$ cat config.mk
export PLATFORM = sky130hd
export DESIGN_NAME = lsac_front
export DESIGN_NICKNAME = d
export VERILOG_FILES = /design/src/lsac_pkg.sv /design/src/lsac_front.sv
export SDC_FILE = /design/constraint.sdc
export NUM_CORES = 1
export LEC_CHECK = 0
export BUFFER_PORTS_ARGS = -buffer_cell sky130_fd_sc_hd__clkbuf_2
export CORE_MARGIN = 3
export CORE_UTILIZATION = 40
export CTS_CLUSTER_DIAMETER = 40
export DETAILED_ROUTE_END_ITERATION = 10
export PLACE_DENSITY = 0.65
export SYNTH_ARGS = -nofsm -noshare
export SYNTH_HDL_FRONTEND = slang
export SYNTH_SLANG_ARGS = --single-unit
$ cat constraint.sdc
create_clock -name clk -period 2.88 [get_ports clk]
set_input_delay 0.432 -clock clk [delete_from_list [all_inputs] [get_ports clk]]
set_output_delay 0.432 -clock clk [all_outputs]
set_load 0.01 [all_outputs]
$ cat src/lsac_pkg.sv
// ----------------------------------------------------------------------------
// lsac_pkg
// Shared types and codes of the set-associative LRU cache simulator.
// ----------------------------------------------------------------------------
package lsac_pkg;

    localparam int DEF_MAX_SET_BITS = 6;
    localparam int DEF_MAX_WAYS     = 8;

    // command codes
    localparam logic [1:0] CMD_LOAD   = 2'd0;
    localparam logic [1:0] CMD_STORE  = 2'd1;
    localparam logic [1:0] CMD_MODIFY = 2'd2;

    // outcome codes
    localparam logic [1:0] OUT_HIT   = 2'd0;
    localparam logic [1:0] OUT_MISS  = 2'd1;
    localparam logic [1:0] OUT_EVICT = 2'd2;

    // register indexes
    localparam logic [1:0] REG_SET_BITS   = 2'd0;
    localparam logic [1:0] REG_WAYS       = 2'd1;
    localparam logic [1:0] REG_OFFSET_BITS = 2'd2;

    localparam logic [31:0] COUNT_MAX = 32'hffff_ffff;

    typedef struct packed {
        logic [2:0] set_bits;
        logic [3:0] ways;
        logic [4:0] offset_bits;
    } cfg_t;

    typedef struct packed {
        logic [1:0]  outcome;
        logic        last;
        logic [31:0] hits;
        logic [31:0] misses;
        logic [31:0] evictions;
    } res_t;

    typedef enum logic {
        BS_IDLE,
        BS_EXEC
    } bst_t;

endpackage

$ cat src/lsac_front.sv
// ----------------------------------------------------------------------------
// lsac_front
// Splits each address into set and tag and holds the items in a two-entry
// queue for the back end.
// ----------------------------------------------------------------------------
module lsac_front
    import lsac_pkg::*;
#(
    parameter int MAX_SET_BITS = DEF_MAX_SET_BITS,
    parameter int SW = (MAX_SET_BITS > 0) ? MAX_SET_BITS : 1
) (
    input  logic          clk,
    input  logic          rst_n,
    input  cfg_t          cfg,
    input  logic          push,
    output logic          full,
    input  logic [1:0]    command,
    input  logic [31:0]   address,
    output logic          q_valid,
    input  logic          q_pop,
    output logic [SW-1:0] q_set,
    output logic [31:0]   q_tag,
    output logic          q_two
);

    logic [3:0]    sbits;
    logic [5:0]    tag_shift;
    logic [31:0]   shifted;
    logic [31:0]   set_mask;
    logic [31:0]   set_wide;
    logic [SW-1:0] set_c;
    logic [31:0]   tag_c;
    logic          accept;

    logic [SW-1:0] set_q [2];
    logic [31:0]   tag_q [2];
    logic          two_q [2];
    logic          wr_ptr_reg;
    logic          rd_ptr_reg;
    logic [1:0]    count_reg;
    logic [1:0]    count_next;

    // address split
    always_comb
    begin
        if ({1'b0, cfg.set_bits} > 4'(MAX_SET_BITS))
            sbits = 4'(MAX_SET_BITS);
        else
            sbits = {1'b0, cfg.set_bits};
        shifted   = address >> cfg.offset_bits;
        set_mask  = (32'd1 << sbits) - 32'd1;
        set_wide  = shifted & set_mask;
        set_c     = set_wide[SW-1:0];
        tag_shift = {1'b0, cfg.offset_bits} + {2'b00, sbits};
        tag_c     = (tag_shift >= 6'd32) ? 32'd0 : (address >> tag_shift);
    end

    assign full    = count_reg[1];
    assign accept  = push && !full;
    assign q_valid = (count_reg != 2'd0);
    assign q_set   = set_q[rd_ptr_reg];
    assign q_tag   = tag_q[rd_ptr_reg];
    assign q_two   = two_q[rd_ptr_reg];

    // occupancy
    always_comb
    begin
        count_next = count_reg;
        if (accept && !q_pop)
            count_next = count_reg + 2'd1;
        else if (!accept && q_pop)
            count_next = count_reg - 2'd1;
    end

    // queue pointers
    always_ff @(posedge clk or negedge rst_n)
    begin
        if (!rst_n)
        begin
            wr_ptr_reg <= 1'b0;
            rd_ptr_reg <= 1'b0;
            count_reg  <= 2'd0;
        end
        else
        begin
            count_reg <= count_next;
            if (accept)
                wr_ptr_reg <= !wr_ptr_reg;
            if (q_pop)
                rd_ptr_reg <= !rd_ptr_reg;
        end
    end

    // queue storage
    always_ff @(posedge clk)
    begin
        if (accept)
        begin
            set_q[wr_ptr_reg] <= set_c;
            tag_q[wr_ptr_reg] <= tag_c;
            two_q[wr_ptr_reg] <= (command == CMD_MODIFY);
        end
    end

endmodule

==> flow_summary.ini <==
[run_status]
status = complete, no violations

[power]
ir_drop_mv = 0.393
power_density_nw_per_um2 = 670
finalPower_mw = 5.17
p_leak_nw = 3.02

[clock_network]
root_buffer = clkbuf_16
numCtsBuffers = 9
clk_latency_ns = 0.33
cts_tree = yes
clk_path_buf_depth = 2
clkSinkCount = 82
h-tree-depth = 3
clkTransAtPathRegs_ns = 0.06

[sta]
fin_crit_sh_pct = 99.8
layout_min_cycle_time_ns = 2.87
slew-limit-headroom_pct = 49.9
setup_ws_ns = 0.00551
max_freq_mhz = 348
skew_ns = 0.00689
setup_viol = 0
hold_violations = 0
rsz0062_at_grt = yes
slew_viol_final = 0
tns_ns = 0
timing.hold.ws_ns = 0.296
worst-slew-pin-transition_ns = 0.742

[route]
drtPass1Iterations = 5
drtIter0Drc = 472
ant_nets = 0
via_per_inst = 5.99
drc = 0
dr_total_vias = 4954
routed_wl_um = 16800
wl_per_cell_um = 20.3

[cells_and_area]
fillers = 1285
final_cell_area_um2 = 7710
drive_gt1_share_pct = 48.5
area_delta_synth_final_pct = 24.8
largest_reg_flops = 64
nets = 693
multiInputGateArea_um2 = 3560
top_register = tag_q
reg.largest.list = tag_q (64), set_q (12)
diodes = 0
seqCellArea_um2 = 2440

[die]
die_h_um = 130
dieArea_um2 = 17000
initial_core_util_pct = 41.7
coreArea_um2 = 14800
die_x_um = 130
io_pins = 91
rows = 44

[setup_path]
cp_max_fo = 7
worst_setup_path_end_kind = flip-flop
cp.required_ns = 2.95
cp-start-kind = primary input
cp.arrival_ns = 2.94
crit_type = primary input to flip-flop

[yosys]
ys_top_cells_by_area = edfxtp_1, mux4_2, mux2_2
synthDistinctLibCells = 61
synth_fp_nets = 552
ys.flop_type = edfxtp_1
synthArstFlopShare_pct = 4.88
yosys.area.top_type_share_pct = 37.9
synth_edf_count = 78
syn-cell-area_um2 = 6180
yosysSeqAreaShare_pct = 39.5
yosys_warnings = 0
synthCells = 497
yosys.area.top_type = edfxtp_1
synthesis.area_per_instance_um2 = 12.4
synth-seq-cells = 82

[placement]
port_buffers = 86
place_ws_ns = -0.439
place_area_um2 = 7240
hpwl_um = 12700
gp_congestion = 0.940

[run]
maxCapViolCount = 0

[grt]
met2_usage_pct = 31.7
use_met1_pct = 27.7
use_met3_pct = 5.03
grt-busiest-layer = met2
grt_pass1_vias = 4809
grt_overflow = 0
grt_use_total_pct = 19.9
grt_first_pass_wirelength_um = 26200
antenna_found_initial = 0
grt_max_degree = 41

[min_path]
hp-class = primary input to flip-flop
timing repair:
item	4_1_cts	5_1_grt
hold buffers	1	0
pin swaps	0	6
setup endpoints to repair	12	22
resized for setup	4	26
endpoints found under the hold margin	4	0
cloned	0	1
buffers inserted	0	5
cells by family (layout without fill, tap and decap cells):
| logic type | Yosys count | count (layout) | share of synthesized area, % |
|---|---|---|---|
| simple gates | 124 | 124 | 9.40 |
| fa+ha+maj | 5 | 5 | 1.13 |
| buf+inv | 52 | 198 | 4.90 |
| xor+xnor | 7 | 7 | 0.992 |
| mux | 132 | 132 | 33.3 |
| flops | 82 | 82 | 39.5 |
| compound gates | 95 | 95 | 10.7 |
area by class of cell:
class,count,share of cell area [%]
multi-input cells,363,46.1
flip-flops and latches,82,31.7
repair buffers,171,15.1
well taps,184,2.99
clock buffers,10,2.97
inverters,11,0.649
clock inverters,6,0.535
cell usage in the layout, fill, tap and decap left out, types with 11 or more instances in the layout:
master and n:
mux4_2 39, buf_4 79, clkbuf_2 83, o211ai_1 13, nand2_1 45, mux2_2 55
a21oi_1 26, nor2_1 32, mux4_1 11, edfxtp_1 78, mux2i_1 25
stage by stage:
stage | util [%] | std cells
after floorplan | - | 497
after global placement | 48.9 | 804
after detailed placement | 48.9 | 804
after CTS | 50.9 | 821
after global routing | 52.1 | 827
final | 52.1 | 827
worst max-delay path: stages:
cell and delay, ns:
buf_8 0.10, a21boi_4 0.17, ha_4 0.16, inv_2 0.04
fa_2 0.63, buf_12 0.14, buf_12 0.11, clkinvlp_4 0.13
a211oi_2 0.25, a21oi_2 0.05, mux4_2 0.54, o2bb2ai_4 0.18
routing by layer:
| layer | up-vias | share of wire [%] |
|---|---|---|
| met1 | 2462 | 44 |
| met3 | 15 | 7.2 |
| met5 | - | 0 |
| met4 | 0 | 1.1 |
| li1 | 2271 | - |
| met2 | 206 | 48 |
path summary, 6_finish.rpt:
kind	cells past startpoint	end	slack [ns]	from
max	12	tag_q[0][2]	0.006	cfg[11]
min	2	rd_ptr_reg	0.30	q_pop
max reg2reg	4	tag_q[1][9]	1.15	count_reg[1]
min reg2reg	1	count_reg[1]	0.51	count_reg[1]
max in group asynchronous	2	count_reg[1]	2.31	rst_n
min in group asynchronous	2	rd_ptr_reg	0.44	rst_n
cells in the mapped netlist (2+ instances only):
cell type   n
nand3_1    10
ha_1        4
a21oi_1    29
nand2_2     2
nand2_1    46
buf_1       4
buf_4       6
xor2_1      4
a221oi_1    3
nor2b_1     4
o221ai_1    7
a22oi_1     7
mux2i_1    26
buf_6       7
a31oi_1     2
o21ai_0     6
edfxtp_1   78
dfrtp_1     4
o22ai_1     4
nor2_1     35
and3_1      6
mux4_2     39
o2bb2ai_1   2
clkbuf_1   10
xnor2_1     3
mux2_2     55
nor3_1      6
buf_2      13
a211oi_1    6
a211o_1     4
inv_1      10
nor3b_1     3
nand2b_1    2
o211ai_1   13
mux4_1     11
report_power, final:
| group | internal [mW] | leakage, nW | total [mW] | switching (mW) |
|---|---|---|---|---|
| Sequential | 1.66 | 0.767 | 1.73 | 0.0731 |
| Clock | 0.584 | 0.128 | 1.03 | 0.446 |
| Combinational | 1.14 | 2.12 | 2.41 | 1.27 |
Note: power is estimated with default switching activity, not from simulation.
