`config.mk`:
```
export PLATFORM = sky130hd
export DESIGN_NAME = lsac_resq
export DESIGN_NICKNAME = d
export VERILOG_FILES = /design/src/lsac_pkg.sv /design/src/lsac_resq.sv
export SDC_FILE = /design/constraint.sdc
export NUM_CORES = 1
export LEC_CHECK = 0
export BUFFER_PORTS_ARGS = -buffer_cell sky130_fd_sc_hd__buf_2
export CAP_MARGIN = 20
export CORE_ASPECT_RATIO = 0.5
export CORE_MARGIN = 2
export CORE_UTILIZATION = 47
export CTS_CLUSTER_DIAMETER = 120
export CTS_CLUSTER_SIZE = 40
export DETAILED_ROUTE_END_ITERATION = 7
export GPL_TIMING_DRIVEN = 0
export HOLD_SLACK_MARGIN = 0.15
export MAX_ROUTING_LAYER = met4
export PLACE_DENSITY = 0.86
export SLEW_MARGIN = 30
export SYNTH_ARGS = -nofsm -noshare
export SYNTH_HDL_FRONTEND = slang
export SYNTH_SLANG_ARGS = --single-unit
```
`constraint.sdc`:
```
create_clock -name clk -period 5.7 [get_ports clk]
set_clock_uncertainty 0.1 [all_clocks]
set_input_delay 0 -clock clk [delete_from_list [all_inputs] [get_ports clk]]
set_output_delay 0 -clock clk [all_outputs]
set_load 0.02 [all_outputs]
```
`src/lsac_pkg.sv`:
```
// ----------------------------------------------------------------------------
// lsac_pkg
// Shared types and codes of the set-associative LRU cache simulator.
// ----------------------------------------------------------------------------
package lsac_pkg;

    localparam int DEF_MAX_SET_BITS = 6;
    localparam int DEF_MAX_WAYS     = 8;

    // command codes
    localparam logic [1:0] CMD_LOAD   = 2'd0;
    localparam logic [1:0] CMD_STORE  = 2'd1;
    localparam logic [1:0] CMD_MODIFY = 2'd2;

    // outcome codes
    localparam logic [1:0] OUT_HIT   = 2'd0;
    localparam logic [1:0] OUT_MISS  = 2'd1;
    localparam logic [1:0] OUT_EVICT = 2'd2;

    // register indexes
    localparam logic [1:0] REG_SET_BITS   = 2'd0;
    localparam logic [1:0] REG_WAYS       = 2'd1;
    localparam logic [1:0] REG_OFFSET_BITS = 2'd2;

    localparam logic [31:0] COUNT_MAX = 32'hffff_ffff;

    typedef struct packed {
        logic [2:0] set_bits;
        logic [3:0] ways;
        logic [4:0] offset_bits;
    } cfg_t;

    typedef struct packed {
        logic [1:0]  outcome;
        logic        last;
        logic [31:0] hits;
        logic [31:0] misses;
        logic [31:0] evictions;
    } res_t;

    typedef enum logic {
        BS_IDLE,
        BS_EXEC
    } bst_t;

endpackage

```
`src/lsac_resq.sv`:
```
// ----------------------------------------------------------------------------
// lsac_resq
// Two-entry result queue in front of the output ports.
// ----------------------------------------------------------------------------
module lsac_resq
    import lsac_pkg::*;
(
    input  logic clk,
    input  logic rst_n,
    input  logic wr_en,
    input  res_t wr_word,
    output logic wr_full,
    input  logic pop,
    output logic empty,
    output res_t rd_word
);

    res_t       buf_q [2];
    logic       wr_ptr_reg;
    logic       rd_ptr_reg;
    logic [1:0] count_reg;
    logic       do_pop;

    assign wr_full = count_reg[1];
    assign empty   = (count_reg == 2'd0);
    assign do_pop  = pop && !empty;
    assign rd_word = buf_q[rd_ptr_reg];

    // pointers and count
    always_ff @(posedge clk or negedge rst_n)
    begin
        if (!rst_n)
        begin
            wr_ptr_reg <= 1'b0;
            rd_ptr_reg <= 1'b0;
            count_reg  <= 2'd0;
        end
        else
        begin
            if (wr_en)
                wr_ptr_reg <= !wr_ptr_reg;
            if (do_pop)
                rd_ptr_reg <= !rd_ptr_reg;
            if (wr_en && !do_pop)
                count_reg <= count_reg + 2'd1;
            else if (!wr_en && do_pop)
                count_reg <= count_reg - 2'd1;
        end
    end

    // storage
    always_ff @(posedge clk)
    begin
        if (wr_en)
            buf_q[wr_ptr_reg] <= wr_word;
    end

endmodule

```
==> impl_metrics.py, run 1 <==
metrics = {
    "cts": {
        "clk_path_buf_depth": 3,
        "post-cts-setup-buffer-count": 0,
        "clkSinkCount": 202,
        "cts_htree_levels": 1,
        "cts-root-buf": "clkbuf_16",
        "numCtsBuffers": 9,
        "cts_resized": 0,
        "cts_hold_buffers": 155,
    },
    "synth": {
        "synthesis.area_um2": 7830,
        "yosysWarnings": 0,
        "avgSynthCellArea_um2": 24.2,
        "ys_types": 12,
        "syn_nets": 427,
        "ys_seq_elements": 202,
        "synth_cells": 323,
        "ys_seq_area_share_pct": 77.3,
    },
    "floorplanning": {
        "core.rowCount": 33,
        "io_pins": 204,
        "fp.dieH_um": 95.2,
        "start_util_pct": 47.9,
        "die_w_um": 186,
    },
    "run_status": {
        "status": "stopped before the end",
        "stop_stage": "4_1_cts",
        "error_line": "[ERROR RSZ-0060] Max buffer count reached.",
    },
    "placed_design": {
        "place_congestion": 0.725,
        "dp_hpwl_um": 10200,
        "port_buffers": 203,
    },
}
[metrics by stage]
step / area (µm²) / hold slack (ps) / setup TNS, ps / instances / setup WS, ps
2_1_floorplan: 7830 / -396 / 0 / 323 / 246
3_3_place_gp: 9130 / -295 / -202720 / 753 / -2060
3_5_place_dp: 9320 / -288 / 0 / 760 / 3830
[Yosys cell counts]
master    count  share of area (%)
nor2b_1       1              0.080
mux2_4       99                 19
edfxtp_1    198                 76
o21ai_0       1              0.064
ha_1          1               0.16
dfrtp_1       4                1.3
buf_12       10                2.6
nor2_1        2              0.096
xnor2_1       2               0.22
xor2_1        3               0.34
buf_6         1               0.14
and2_1        1              0.080
[cells by family after synthesis]
group,share of synthesized area (%)
and+or+nand+nor,0.256
adders and majority gates,0.160
muxes,19.0
xor gates and xnor gates,0.560
DFF,77.3
AOI/OAI and AO/OA,0.0639
buffers and inverters,2.70
==> run 2, diff against run 1 <==
CORE_ASPECT_RATIO = unset   (was 0.5)
CORE_UTILIZATION = 40   (was 47)
CTS_CLUSTER_DIAMETER = unset   (was 120)
CTS_CLUSTER_SIZE = unset   (was 40)
HOLD_SLACK_MARGIN = unset   (was 0.15)
MAX_ROUTING_LAYER = unset   (was met4)
PLACE_DENSITY = unset   (was 0.86)
PLACE_DENSITY_LB_ADDON = 0.15   (was unset)
clock period = 7.4 ns   (was 5.7 ns; I/O delays follow)
==> run 2 against run 1 <==
Against the previous run: area after synthesis stayed put; synthesized cell count stayed put; the flow now finishes without violations.
==> impl_metrics.py, run 2 <==
metrics = {
    "cts": {
        "post-cts-setup-buffer-count": 0,
        "cts_htree_levels": 1,
        "clk_pin_slew_ps": 60,
        "cts_tree": "built",
        "cts-root-buf": "clkbuf_16",
        "clk_path_buf_depth": 3,
        "clk_latency_ps": 490,
        "clkSinkCount": 202,
        "numCtsBuffers": 22,
    },
    "run_status": {
        "status": "completed",
    },
    "timing": {
        "timing.hold.ws_ps": 125,
        "hold_viol_final": 0,
        "tightestPinTransition_ps": 362,
        "slew_headroom_pct": 75.8,
        "rsz0062_at_grt": "false",
        "drv_slew": 0,
        "setup_viol": 0,
        "period_needed_ps": 1860,
        "finalCritPeriodShare_pct": 25.1,
        "fin_ws_ps": 5540,
        "fmax_mhz": 539,
    },
    "routing": {
        "antenna_left": 0,
        "drt_iter0_markers": 194,
        "first_pass_iters": 4,
        "via_per_inst": 4.43,
        "wire_per_inst_um": 15.7,
        "vias": 4167,
        "drt_wl_total_um": 14800,
        "drc": 0,
    },
    "global_routing": {
        "grt_pass1_wl_um": 21900,
        "gr-total-overflow": 0,
        "antenna_found_initial": 0,
        "grt_max_degree": 44,
        "grt_usage_pct": 13.7,
        "grt_pass1_vias": 4426,
    },
    "floorplanning": {
        "start_util_pct": 40.5,
        "fp.dieH_um": 144,
        "core.rowCount": 51,
        "die_area_um2": 20700,
        "core_area_um2": 19300,
        "die_w_um": 144,
        "io_pins": 204,
    },
    "synth": {
        "syn_nets": 427,
        "ys_seq_area_share_pct": 77.3,
        "synth_cells": 323,
        "synth_area_leader_cell": "edfxtp_1",
        "ys_seq_elements": 202,
        "synth_top_area_share_pct": 76.0,
        "ys_types": 12,
        "synthesis.area_um2": 7830,
        "synth-edff-count": 198,
        "yosys.cell_count.top_type": "edfxtp_1",
        "avgSynthCellArea_um2": 24.2,
        "async_flop_share_pct": 1.98,
        "synth_area_leaders": "edfxtp_1 76%, mux2_4 19%, buf_12 2.6%",
        "synth.cells.most_frequent": "198 x edfxtp_1, 99 x mux2_4, 10 x buf_12",
        "synth-main-ff-cell": "edfxtp_1",
        "yosysWarnings": 0,
    },
    "placed_design": {
        "place_congestion": 0.676,
        "dp_hpwl_um": 9600,
        "preCtsSetupSlack_ps": 5630,
        "port_buffers": 203,
    },
    "worst_setup_path": {
        "worstPathMaxFanout": 10,
        "endpoint_kind": "output port",
        "path_class": "flop to output port",
        "slowest_delay_ps": 340,
        "crit_slowest_cell": "dfrtp_1",
        "crit_required_ps": 7300,
        "cp-start-kind": "flop",
        "cp.arrival_ps": 1760,
        "cp_cell_sequence": "buf_6 -> buf_12 -> mux2_4 -> buf_2",
    },
    "power_and_ir_drop": {
        "p_sw_mw": 1.27,
        "p_total_mw": 4.27,
        "switching_share_pct": 29.9,
        "irDropWorstVdd_mv": 0.243,
        "intPower_mw": 2.99,
        "power_frac_comb_pct": 36.8,
        "seqPwrFrac_pct": 36.9,
        "leakage_nw": 4.54,
        "clock_power_share_pct": 26.3,
        "pwr_density_cell_nw_per_um2": 382,
    },
    "cells_and_area": {
        "mostFrequentLayoutCells": "203 x buf_2, 198 x edfxtp_1, 103 x dlygate4sd3_1, 99 x mux2_4, 23 x clkbuf_16",
        "nets": 764,
        "final_common_cell": "buf_2",
        "drive_gt1_share_pct": 52.4,
        "largest_reg_flops": 198,
        "area_growth_pct": 42.5,
        "fillerInstances": 1476,
        "num_antenna_cells": 0,
    },
    "run": {
        "cap_viol_max_count": 0,
    },
    "worst_hold_path": {
        "hp-class": "primary input to flop",
    },
}
## run 2: cell counts after synthesis
No cell type changed its count.
## run 2: stage by stage
step           utilization (%)  TNS (ps)  area [µm²]  instances
6_report                  57.7         0       11200        941
4_1_cts                   57.7         0       11200        941
5_1_grt                   57.7         0       11200        941
3_5_place_dp              48.5         0        9370        798
2_1_floorplan                -         0        7830        323
3_3_place_gp              47.4    -68190        9170        791
## run 2: power by group through the flow
| stage | Combinational (mW) | Sequential [mW] | Clock (mW) |
|---|---|---|---|
| floorplan | 1.10 | 1.62 | 0 |
| CTS | 1.60 | 1.58 | 1.15 |
| detailed placement | 1.55 | 1.60 | 0 |
| global route | 1.67 | 1.59 | 1.19 |
| global placement | 1.47 | 1.64 | 0 |
| finish | 1.57 | 1.57 | 1.12 |
## run 2: layout make-up
type	instances	area [µm²]	area share [%]
Clock inverter	12	160	1.44
Multi-Input combinational cell	110	1580	14.1
Timing Repair Buffer	313	2230	20.0
Tap cell	265	332	2.97
Clock buffer	28	594	5.33
Buffer	11	211	1.90
Sequential cell	202	6050	54.2
## run 2: per-layer routing
layer | part of all wire [%] | global-route usage (%)
met1 | 39 | 15.3
met2 | 50 | 24.4
met3 | 7.8 | 4.27
met4 | 2.7 | 5.21
met5 | 0 | 0
## run 2: repair_timing
action | CTS | global route
endpoints found under the setup margin | 0 | 0
hold buffers | 103 | 0
resized for setup | 0 | 0
hold endpoints to repair | 221 | 0
## run 2: path summary, 6_finish.rpt
check,end,cells past startpoint,slack [ps],from
setup / recovery,rd_word[1],4,5540,rd_ptr_reg$_DFFE_PN0P_
hold / removal,buf_q[0][61]$_DFFE_PP_,2,130,wr_word[61]
setup reg to reg,buf_q[0][8]$_DFFE_PP_,4,5620,wr_ptr_reg$_DFFE_PN0P_
hold reg to reg,count_reg[0]$_DFFE_PN0P_,1,440,count_reg[0]$_DFFE_PN0P_
max in group asynchronous,count_reg[0]$_DFFE_PN0P_,3,6710,rst_n
min in group asynchronous,count_reg[1]$_DFFE_PN0P_,3,320,rst_n
## run 2: worst max-delay path: cells and delay by family, from the launching register on
| kind | cells | cell delay, ps |
|---|---|---|
| buffers and inverters | 3 | 620 |
| DFF | 1 | 340 |
| muxes | 1 | 300 |
## run 2: kinds of logic after synthesis
| group | synth area share [%] |
|---|---|
| buf+inv | 2.70 |
| mux | 19.0 |
| compound gates | 0.0639 |
| flops | 77.3 |
| simple gates | 0.256 |
| fa+ha+maj | 0.160 |
| xor+xnor | 0.560 |
Note: power is estimated with default switching activity, not from simulation.
